[src/design/bmalloc_pkg.sv]
// types and constants shared by the bitmap allocator and its checker
`default_nettype none

package bmalloc_pkg;

  localparam int unsigned ENTRY_W = 10;
  localparam int unsigned SIZE_W  = 11;
  localparam int unsigned RLOW_W  = 10;
  localparam int unsigned RHIGH_W = 11;
  localparam int unsigned CFG_W   = 11;
  localparam int unsigned CFGI_W  = 2;
  localparam int unsigned WORD_W  = 32;
  localparam int unsigned BIT_W   = 5;

  typedef enum logic [1:0] {
    MODE_PLAIN   = 2'd0,
    MODE_WED     = 2'd1,
    MODE_WDS     = 2'd2,
    MODE_RELEASE = 2'd3
  } mode_e;

  typedef enum logic [CFGI_W-1:0] {
    CFG_ENTRIES_IN_USE = 2'd0,
    CFG_RESERVED_LOW   = 2'd1,
    CFG_RESERVED_HIGH  = 2'd2
  } cfg_idx_e;

  localparam logic [SIZE_W-1:0]  RST_ENTRIES_IN_USE = 11'd1024;
  localparam logic [RLOW_W-1:0]  RST_RESERVED_LOW   = 10'd256;
  localparam logic [RHIGH_W-1:0] RST_RESERVED_HIGH  = 11'd272;

  typedef enum logic [1:0] {
    ST_IDLE,
    ST_SCAN,
    ST_FALLBACK,
    ST_RELEASE
  } state_e;

  // verdict on the word under scan
  typedef enum logic [1:0] {
    SCAN_NEXT,
    SCAN_TAKE,
    SCAN_FALLBACK,
    SCAN_FAIL
  } scan_e;

  typedef struct packed {
    logic [1:0]         mode;
    logic [ENTRY_W-1:0] entry_to_release;
  } req_t;

  typedef struct packed {
    logic               granted;
    logic [ENTRY_W-1:0] entry;
  } rsp_t;

endpackage

`default_nettype wire

[src/design/bitmap_id_allocator_reserved_range.sv]
// bitmap first-free id allocator with a reserved range, word-serial memory scan
//
//   channel   signals                          direction  beat
//   request   start, busy, req_i               in         start & !busy
//   result    done_o, rsp_o                    out        done_o, one cycle
//   config    cfg_we_i, cfg_idx_i, cfg_wdata_i in         cfg_we_i
//
// allocation: one bitmap word read per cycle from word 0, scanning up to
// words = ceil(entries_in_use/32) words (capped at MAX_ENTRIES/32), then at most
// one fallback word; result in the cycle busy drops.
// release: one read-modify-write of the memory, busy for one cycle; failing
// release or zero entries in use: result next cycle, never busy.
// per-word valid bits make the bitmap read as zero after reset; the receiver cannot stall.
`default_nettype none

module bitmap_id_allocator_reserved_range #(
  parameter int unsigned MAX_ENTRIES = 1024
) (
  input  wire                                 clk_i,
  input  wire                                 rst_ni,
  input  wire                                 start,
  output logic                                busy,
  input  wire  bmalloc_pkg::req_t             req_i,
  output logic                                done_o,
  output bmalloc_pkg::rsp_t                   rsp_o,
  input  wire                                 cfg_we_i,
  input  wire  [bmalloc_pkg::CFGI_W-1:0]      cfg_idx_i,
  input  wire  [bmalloc_pkg::CFG_W-1:0]       cfg_wdata_i
);
  import bmalloc_pkg::*;

  localparam int unsigned NWORDS = MAX_ENTRIES / WORD_W;
  localparam int unsigned WIDX_W = (NWORDS > 1) ? $clog2(NWORDS) : 1;
  localparam int unsigned CNT_W  = WIDX_W + 1;
  localparam int unsigned CUR_W  = WIDX_W + BIT_W;

  function automatic logic [BIT_W-1:0] lowest_set(input logic [WORD_W-1:0] v);
    logic [BIT_W-1:0] r;
    r = '0;
    for (int b = WORD_W - 1; b >= 0; b--) begin
      if (v[b]) r = BIT_W'(b);
    end
    return r;
  endfunction

  // configuration
  logic [SIZE_W-1:0]  size_q;
  logic [RLOW_W-1:0]  lo_q;
  logic [RHIGH_W-1:0] hi_q;

  always_ff @(posedge clk_i or negedge rst_ni) begin
    if (!rst_ni) begin
      size_q <= RST_ENTRIES_IN_USE;
      lo_q   <= RST_RESERVED_LOW;
      hi_q   <= RST_RESERVED_HIGH;
    end else if (cfg_we_i) begin
      case (cfg_idx_e'(cfg_idx_i))
        CFG_ENTRIES_IN_USE: size_q <= cfg_wdata_i[SIZE_W-1:0];
        CFG_RESERVED_LOW:   lo_q   <= cfg_wdata_i[RLOW_W-1:0];
        CFG_RESERVED_HIGH:  hi_q   <= cfg_wdata_i[RHIGH_W-1:0];
        default: ;
      endcase
    end
  end

  // bitmap memory
  logic [WORD_W-1:0] mem [NWORDS];
  logic [NWORDS-1:0] wvalid_q;
  logic [WORD_W-1:0] rdata_q;
  logic              rvalid_q;
  logic [WIDX_W-1:0] rd_addr;
  logic              we;
  logic [WIDX_W-1:0] waddr;
  logic [WORD_W-1:0] wdata;

  always_ff @(posedge clk_i) begin
    if (we) mem[waddr] <= wdata;
    rdata_q <= mem[rd_addr];
  end

  always_ff @(posedge clk_i or negedge rst_ni) begin
    if (!rst_ni) begin
      wvalid_q <= '0;
      rvalid_q <= 1'b0;
    end else begin
      if (we) wvalid_q[waddr] <= 1'b1;
      rvalid_q <= wvalid_q[rd_addr];
    end
  end

  // control and working registers
  state_e             state_q, state_d;
  logic [WIDX_W-1:0]  idx_q, idx_d;
  logic [CNT_W-1:0]   words_q, words_d;
  logic [1:0]         mode_q, mode_d;
  logic [BIT_W-1:0]   rel_bit_q, rel_bit_d;
  logic               done_q, done_d;
  rsp_t               rsp_q, rsp_d;

  logic               accept;
  logic               rel_oob;
  logic [6:0]         words_raw;
  logic [CNT_W-1:0]   words_now;

  logic [WORD_W-1:0]  wd;
  logic [WORD_W-1:0]  free_bits;
  logic [BIT_W-1:0]   bit_idx;
  logic [CUR_W-1:0]   cur;
  logic               in_rsv;
  logic               beyond;
  logic               next_avail;
  logic               fb_ok;
  scan_e              verdict;

  logic [RHIGH_W-1:0] span;
  logic [WORD_W-1:0]  fb_allowed;
  logic [WORD_W-1:0]  fb_free;
  logic [BIT_W-1:0]   fb_bit;

  assign accept    = start && !busy;
  assign busy      = (state_q != ST_IDLE);
  assign rel_oob   = (32'(req_i.entry_to_release) >= MAX_ENTRIES);
  assign words_raw = 7'((12'(size_q) + 12'd31) >> BIT_W);
  assign words_now = (32'(words_raw) > NWORDS) ? CNT_W'(NWORDS) : CNT_W'(words_raw);

  // current word, unwritten words read as all free
  assign wd         = rvalid_q ? rdata_q : '0;
  assign free_bits  = ~wd;
  assign bit_idx    = lowest_set(free_bits);
  assign cur        = {idx_q, bit_idx};
  assign in_rsv     = (32'(cur) >= 32'(lo_q)) && (32'(cur) < 32'(hi_q));
  assign beyond     = (32'(cur) >= 32'(size_q));
  assign next_avail = (32'(idx_q) + 32'd1) < 32'(words_q);
  assign fb_ok      = (32'(hi_q) > 32'(lo_q)) && (32'(lo_q[RLOW_W-1:BIT_W]) < NWORDS);

  assign span       = hi_q - RHIGH_W'(lo_q);
  assign fb_allowed = (span >= RHIGH_W'(WORD_W)) ? '1
                    : ((WORD_W'(1) << span[BIT_W-1:0]) - WORD_W'(1));
  assign fb_free    = ~wd & fb_allowed;
  assign fb_bit     = lowest_set(fb_free);

  always_comb begin
    verdict = SCAN_NEXT;
    if (|free_bits) begin
      case (mode_e'(mode_q))
        MODE_WED: begin
          if (in_rsv)      verdict = SCAN_NEXT;
          else if (beyond) verdict = SCAN_FALLBACK;
          else             verdict = SCAN_TAKE;
        end
        MODE_WDS: begin
          if (32'(cur) < 32'(lo_q))       verdict = SCAN_NEXT;
          else if (32'(cur) >= 32'(hi_q)) verdict = SCAN_FAIL;
          else                            verdict = SCAN_TAKE;
        end
        default: begin
          if (beyond) verdict = SCAN_FAIL;
          else        verdict = SCAN_TAKE;
        end
      endcase
    end
  end

  // next state
  always_comb begin
    state_d = state_q;
    case (state_q)
      ST_IDLE: begin
        if (accept) begin
          if (mode_e'(req_i.mode) == MODE_RELEASE) begin
            state_d = rel_oob ? ST_IDLE : ST_RELEASE;
          end else begin
            state_d = (words_now == '0) ? ST_IDLE : ST_SCAN;
          end
        end
      end
      ST_SCAN: begin
        case (verdict)
          SCAN_NEXT:     state_d = next_avail ? ST_SCAN : ST_IDLE;
          SCAN_FALLBACK: state_d = fb_ok ? ST_FALLBACK : ST_IDLE;
          default:       state_d = ST_IDLE;
        endcase
      end
      ST_FALLBACK: state_d = ST_IDLE;
      ST_RELEASE:  state_d = ST_IDLE;
      default:     state_d = ST_IDLE;
    endcase
  end

  // datapath, memory access and result
  always_comb begin
    idx_d         = idx_q;
    words_d       = words_q;
    mode_d        = mode_q;
    rel_bit_d     = rel_bit_q;
    rd_addr       = idx_q;
    we            = 1'b0;
    waddr         = idx_q;
    wdata         = wd;
    done_d        = 1'b0;
    rsp_d         = rsp_q;
    case (state_q)
      ST_IDLE: begin
        if (accept) begin
          mode_d    = req_i.mode;
          words_d   = words_now;
          rel_bit_d = req_i.entry_to_release[BIT_W-1:0];
          if (mode_e'(req_i.mode) == MODE_RELEASE) begin
            idx_d   = WIDX_W'(req_i.entry_to_release[ENTRY_W-1:BIT_W]);
            rd_addr = WIDX_W'(req_i.entry_to_release[ENTRY_W-1:BIT_W]);
            if (rel_oob) begin
              done_d = 1'b1;
              rsp_d  = '0;
            end
          end else begin
            idx_d   = '0;
            rd_addr = '0;
            if (words_now == '0) begin
              done_d = 1'b1;
              rsp_d  = '0;
            end
          end
        end
      end
      ST_SCAN: begin
        case (verdict)
          SCAN_NEXT: begin
            if (next_avail) begin
              idx_d   = idx_q + WIDX_W'(1);
              rd_addr = idx_q + WIDX_W'(1);
            end else begin
              done_d = 1'b1;
              rsp_d  = '0;
            end
          end
          SCAN_TAKE: begin
            we                = 1'b1;
            wdata             = wd | (WORD_W'(1) << bit_idx);
            done_d            = 1'b1;
            rsp_d.granted     = 1'b1;
            rsp_d.entry       = ENTRY_W'(cur);
          end
          SCAN_FALLBACK: begin
            if (fb_ok) begin
              idx_d   = WIDX_W'(lo_q[RLOW_W-1:BIT_W]);
              rd_addr = WIDX_W'(lo_q[RLOW_W-1:BIT_W]);
            end else begin
              done_d = 1'b1;
              rsp_d  = '0;
            end
          end
          default: begin
            done_d = 1'b1;
            rsp_d  = '0;
          end
        endcase
      end
      ST_FALLBACK: begin
        done_d = 1'b1;
        if (|fb_free) begin
          we            = 1'b1;
          wdata         = wd | (WORD_W'(1) << fb_bit);
          rsp_d.granted = 1'b1;
          rsp_d.entry   = {lo_q[RLOW_W-1:BIT_W], fb_bit};
        end else begin
          rsp_d = '0;
        end
      end
      ST_RELEASE: begin
        we            = 1'b1;
        wdata         = wd & ~(WORD_W'(1) << rel_bit_q);
        done_d        = 1'b1;
        rsp_d.granted = 1'b1;
        rsp_d.entry   = '0;
      end
      default: ;
    endcase
  end

  always_ff @(posedge clk_i or negedge rst_ni) begin
    if (!rst_ni) begin
      state_q <= ST_IDLE;
      done_q  <= 1'b0;
      words_q <= '0;
      mode_q  <= '0;
    end else begin
      state_q <= state_d;
      done_q  <= done_d;
      words_q <= words_d;
      mode_q  <= mode_d;
    end
  end

  always_ff @(posedge clk_i) begin
    idx_q     <= idx_d;
    rel_bit_q <= rel_bit_d;
    rsp_q     <= rsp_d;
  end

  assign done_o = done_q;
  assign rsp_o  = rsp_q;

endmodule

`default_nettype wire

[config.mk]
export PLATFORM = sky130hd
export DESIGN_NAME = bitmap_id_allocator_reserved_range
export DESIGN_NICKNAME = d
export VERILOG_FILES = /design/src/design/bmalloc_pkg.sv /design/src/design/bitmap_id_allocator_reserved_range.sv
export SDC_FILE = /design/constraint.sdc
export NUM_CORES = 2
export LEC_CHECK = 0
export BUFFER_PORTS_ARGS = -buffer_cell sky130_fd_sc_hd__clkbuf_2
export CORE_MARGIN = 8
export CORE_UTILIZATION = 37
export CTS_CLUSTER_DIAMETER = 60
export DETAILED_ROUTE_END_ITERATION = 16
export GPL_ROUTABILITY_DRIVEN = 0
export GPL_TIMING_DRIVEN = 0
export PLACE_DENSITY = 0.65
export SLEW_MARGIN = 20
export SYNTH_ARGS = -nofsm -noshare
export SYNTH_HDL_FRONTEND = slang
export SYNTH_SLANG_ARGS = --single-unit
[constraint.sdc]
create_clock -name clk_i -period 6.94 [get_ports clk_i]
set_input_delay 1.735 -clock clk_i [delete_from_list [all_inputs] [get_ports clk_i]]
set_output_delay 1.735 -clock clk_i [all_outputs]
set_load 0.03 [all_outputs]
==> metrics.cfg <==
[logic_synthesis]
synthCells=3454
synth-edff-count=1040
seq_area_frac_synth_pct=69.0
syn_avg_cell_area_um2=14.2
synth_ff_type=edfxtp_1
synth_seq_cells=1153
ys_warn_count=0
synth_area_um2=49100
syn_nets=3537
synthArstFlopShare_pct=6.59
ys_types=110

[pwr]
p_leak_uw=0.0207
swShare_pct=40.8
ir_worst_vdd_v=0.000269
p_sw_uw=11700
p_int_uw=16900
powerDensity_nw_per_um2=487
combPwrFrac_pct=45.8
clockPowerShare_pct=20.6
seq_power_share_pct=33.6
power.total_uw=28600

[finish]
drive_gt1_share_pct=19.6
layout.nets=3824
final_cell_mix=1,040 x edfxtp_1, 460 x nand2_1, 200 x mux2i_1
final_common_cell=edfxtp_1
fin_util_pct=44.6
syn_to_final_growth_pct=19.4
multiInputGateArea_um2=15200
regArea_um2=33900
fillers=11372

[route]
routed_wl_um=140000
vias=32156
drc=0
dr.pass1.iters=13
vias_per_cell=5.75
drt_iter0_drc=4419
wl_per_cell_um=25.0
postRouteAntennaNets=0

[setup_path]
worst_ep_required_time_ns=7.51
cp_slowest_stage_delay_ns=0.79
critPathTopFamily=compound AO/OA/AOI/OAI gates
cp-end-kind=flip-flop
crit_slowest_cell=a21oi_1
path_buf_inv=4
start_kind=flip-flop
critPathArrivalTime_ns=7.58
path_cells=clkbuf_4 -> nand2_1 -> nor4_1 -> nand2_1 -> a21oi_1 -> ha_1 -> a41oi_1 -> o21ai_1 -> a2111oi_4 -> a211oi_2 -> o211a_1 -> or2_4 -> or3_4 -> a41oi_4 -> buf_12 -> buf_2 -> buf_2 -> a211oi_1 -> a31oi_1 -> a32oi_2 -> a21oi_2
critPathMaxFanout=10
worstSetupPathType=flip-flop to flip-flop

[cts]
clkTransAtPathRegs_ns=0.07
clock_sinks=1153
cts_root_buf=clkbuf_16
worstSkewPairLatency_ns=0.72
clock_path_buffers=3
cts_tree=yes
cts_made_buffers=109
cts_hold_buf=0
htreeDepth=3

[place]
place_hpwl_um=95600
io_buffers=40
place_ws_ns=-2.12

[die]
ioPinCount=42
chipWidth_um=380
core_area_um2=132000
fp.dieH_um=380
rows=133
start_util_pct=37.3
dieArea_um2=145000

[sta]
max_freq_mhz=143
tightest_slew_ns=1.29
hold_viol_final=0
finalMaxSlewViolations=0
relSlewSlack_pct=13.1
fin_crit_sh_pct=101
skew_ns=0.0540
rsz0062_at_grt=yes
min_period_ns=7.00
setup-violations-final=13
worst_slack_ns=-0.0631

[global_routing]
grt_first_pass_wirelength_um=202000
grt_usage_pct=18.2
grt_max_degree=49
first_global_vias=31010
antenna_found_initial=1
grt.overflow.total=0

[run]
maxCapViolCount=0

[min_path]
hold_path_class=flip-flop to flip-flop

[run_status]
violations=negative setup slack
status=finished, violations left

==> power groups by stage <==
stage	combinational (uW)	clock, uW	sequential, uW
finish	13100	5880	9610
global route	13800	6200	9640
CTS	12400	5950	9590
detailed placement	11800	0	9730
global placement	10900	0	9910
floorplan	6990	0	9700
==> final cells by class <==
type                       count  area share, %
buffer                       194           1.99
inverter                      73          0.471
clock buffer                 135           4.97
multi-input combinational   2036           26.0
timing repair buffer         174           4.03
tap                         1755           3.74
sequential                  1153           57.8
clock inverter                70           1.07
antenna                        1        0.00427
==> cells in the mapped netlist, drive strengths merged, types with 11 or more instances <==
cell | instances | area, um^2
nand4 | 23 | 144
and2 | 48 | 303
nand3 | 111 | 561
nor4 | 76 | 544
nor2b | 16 | 100
inv | 72 | 270
clkbuf | 98 | 368
ha | 53 | 663
nor2 | 106 | 400
a31oi | 52 | 325
nor3 | 20 | 105
a32oi | 44 | 385
nand2 | 472 | 1790
xnor2 | 11 | 96.3
a22o | 33 | 289
o21ai | 93 | 469
mux2i | 201 | 2020
a21oi | 169 | 850
a211oi | 52 | 400
buf | 97 | 603
dfrtp | 72 | 1800
o21bai | 36 | 270
o31ai | 11 | 87.6
o21a | 11 | 82.6
o22ai | 111 | 694
and3 | 19 | 119
dfxtp | 37 | 741
mux2 | 23 | 259
nand2b | 19 | 119
edfxtp | 1040 | 31200
mux4 | 65 | 1460
o211ai | 13 | 97.6
==> timing repair <==
item | 4_1_cts | 5_1_grt
setup buffers | 9 | 57
pin swaps | 21 | 40
resized for setup | 132 | 80
setup endpoints to repair | 1679 | 1224
cloned | 0 | 3
==> flip-flops by register name, summed over array words and instances (netlist names) <==
register	flops
rsp_o	11
hi_q	11
idx_q	5
done_o	1
words_q	6
rdata_q	32
size_q	11
state_q	2
lo_q	10
wvalid_q	32
mode_q	2
mem	1024
rel_bit_q	5
rvalid_q	1
==> cells by family after synthesis <==
family / synth area share (%)
XOR/XNOR: 0.301
multiplexers: 7.63
adder cells (fa/ha/maj): 1.39
buffers and inverters: 2.53
AO/OA/AOI/OAI: 9.97
flip-flops: 69.0
AND/OR/NAND/NOR: 9.20
==> routing by layer <==
metal / vias to the layer above / global-route usage [%] / part of all wire, %
li1: 14009 / - / -
met1: 16115 / 25.6 / 42
met2: 1699 / 28.6 / 45
met3: 333 / 3.67 / 10
met4: 0 / 5.21 / 3.2
met5: - / 0 / 0
==> path summary, 6_finish.rpt <==
check / endpoint / depth (start not counted) / from / slack, ns
setup / recovery: rdata_q[29] / 21 / rvalid_q / -0.06
hold / removal: wvalid_q[25] / 1 / wvalid_q[25] / 0.48
setup reg to reg: rdata_q[29] / 21 / rvalid_q / -0.06
hold reg to reg: wvalid_q[25] / 1 / wvalid_q[25] / 0.48
max in group asynchronous: lo_q[8] / 2 / rst_ni / 5.28
min in group asynchronous: size_q[1] / 1 / rst_ni / 1.02
==> worst register-to-register path: cells and delay by family, from the launching register on <==
| family | cells | cell delay [ns] |
|---|---|---|
| adder cells (fa/ha/maj) | 1 | 0.42 |
| AND/OR/NAND/NOR | 5 | 1.68 |
| flip-flops | 1 | 0.41 |
| buffers and inverters | 4 | 1.31 |
| AO/OA/AOI/OAI | 11 | 3.08 |
==> through the flow <==
stage	TNS (ns)	std cells	hold slack [ns]	area, um^2
detailed placement	-432.06	5318	0.461	53600
finish	-0.404	5591	0.478	58700
global placement	-4267.90	5249	0.451	51500
floorplan	-2.90	3454	0.434	49100
CTS	-0.0751	5531	0.478	57800
global route	-8.39	5590	0.491	58700
(Power assumes the default switching activity.)
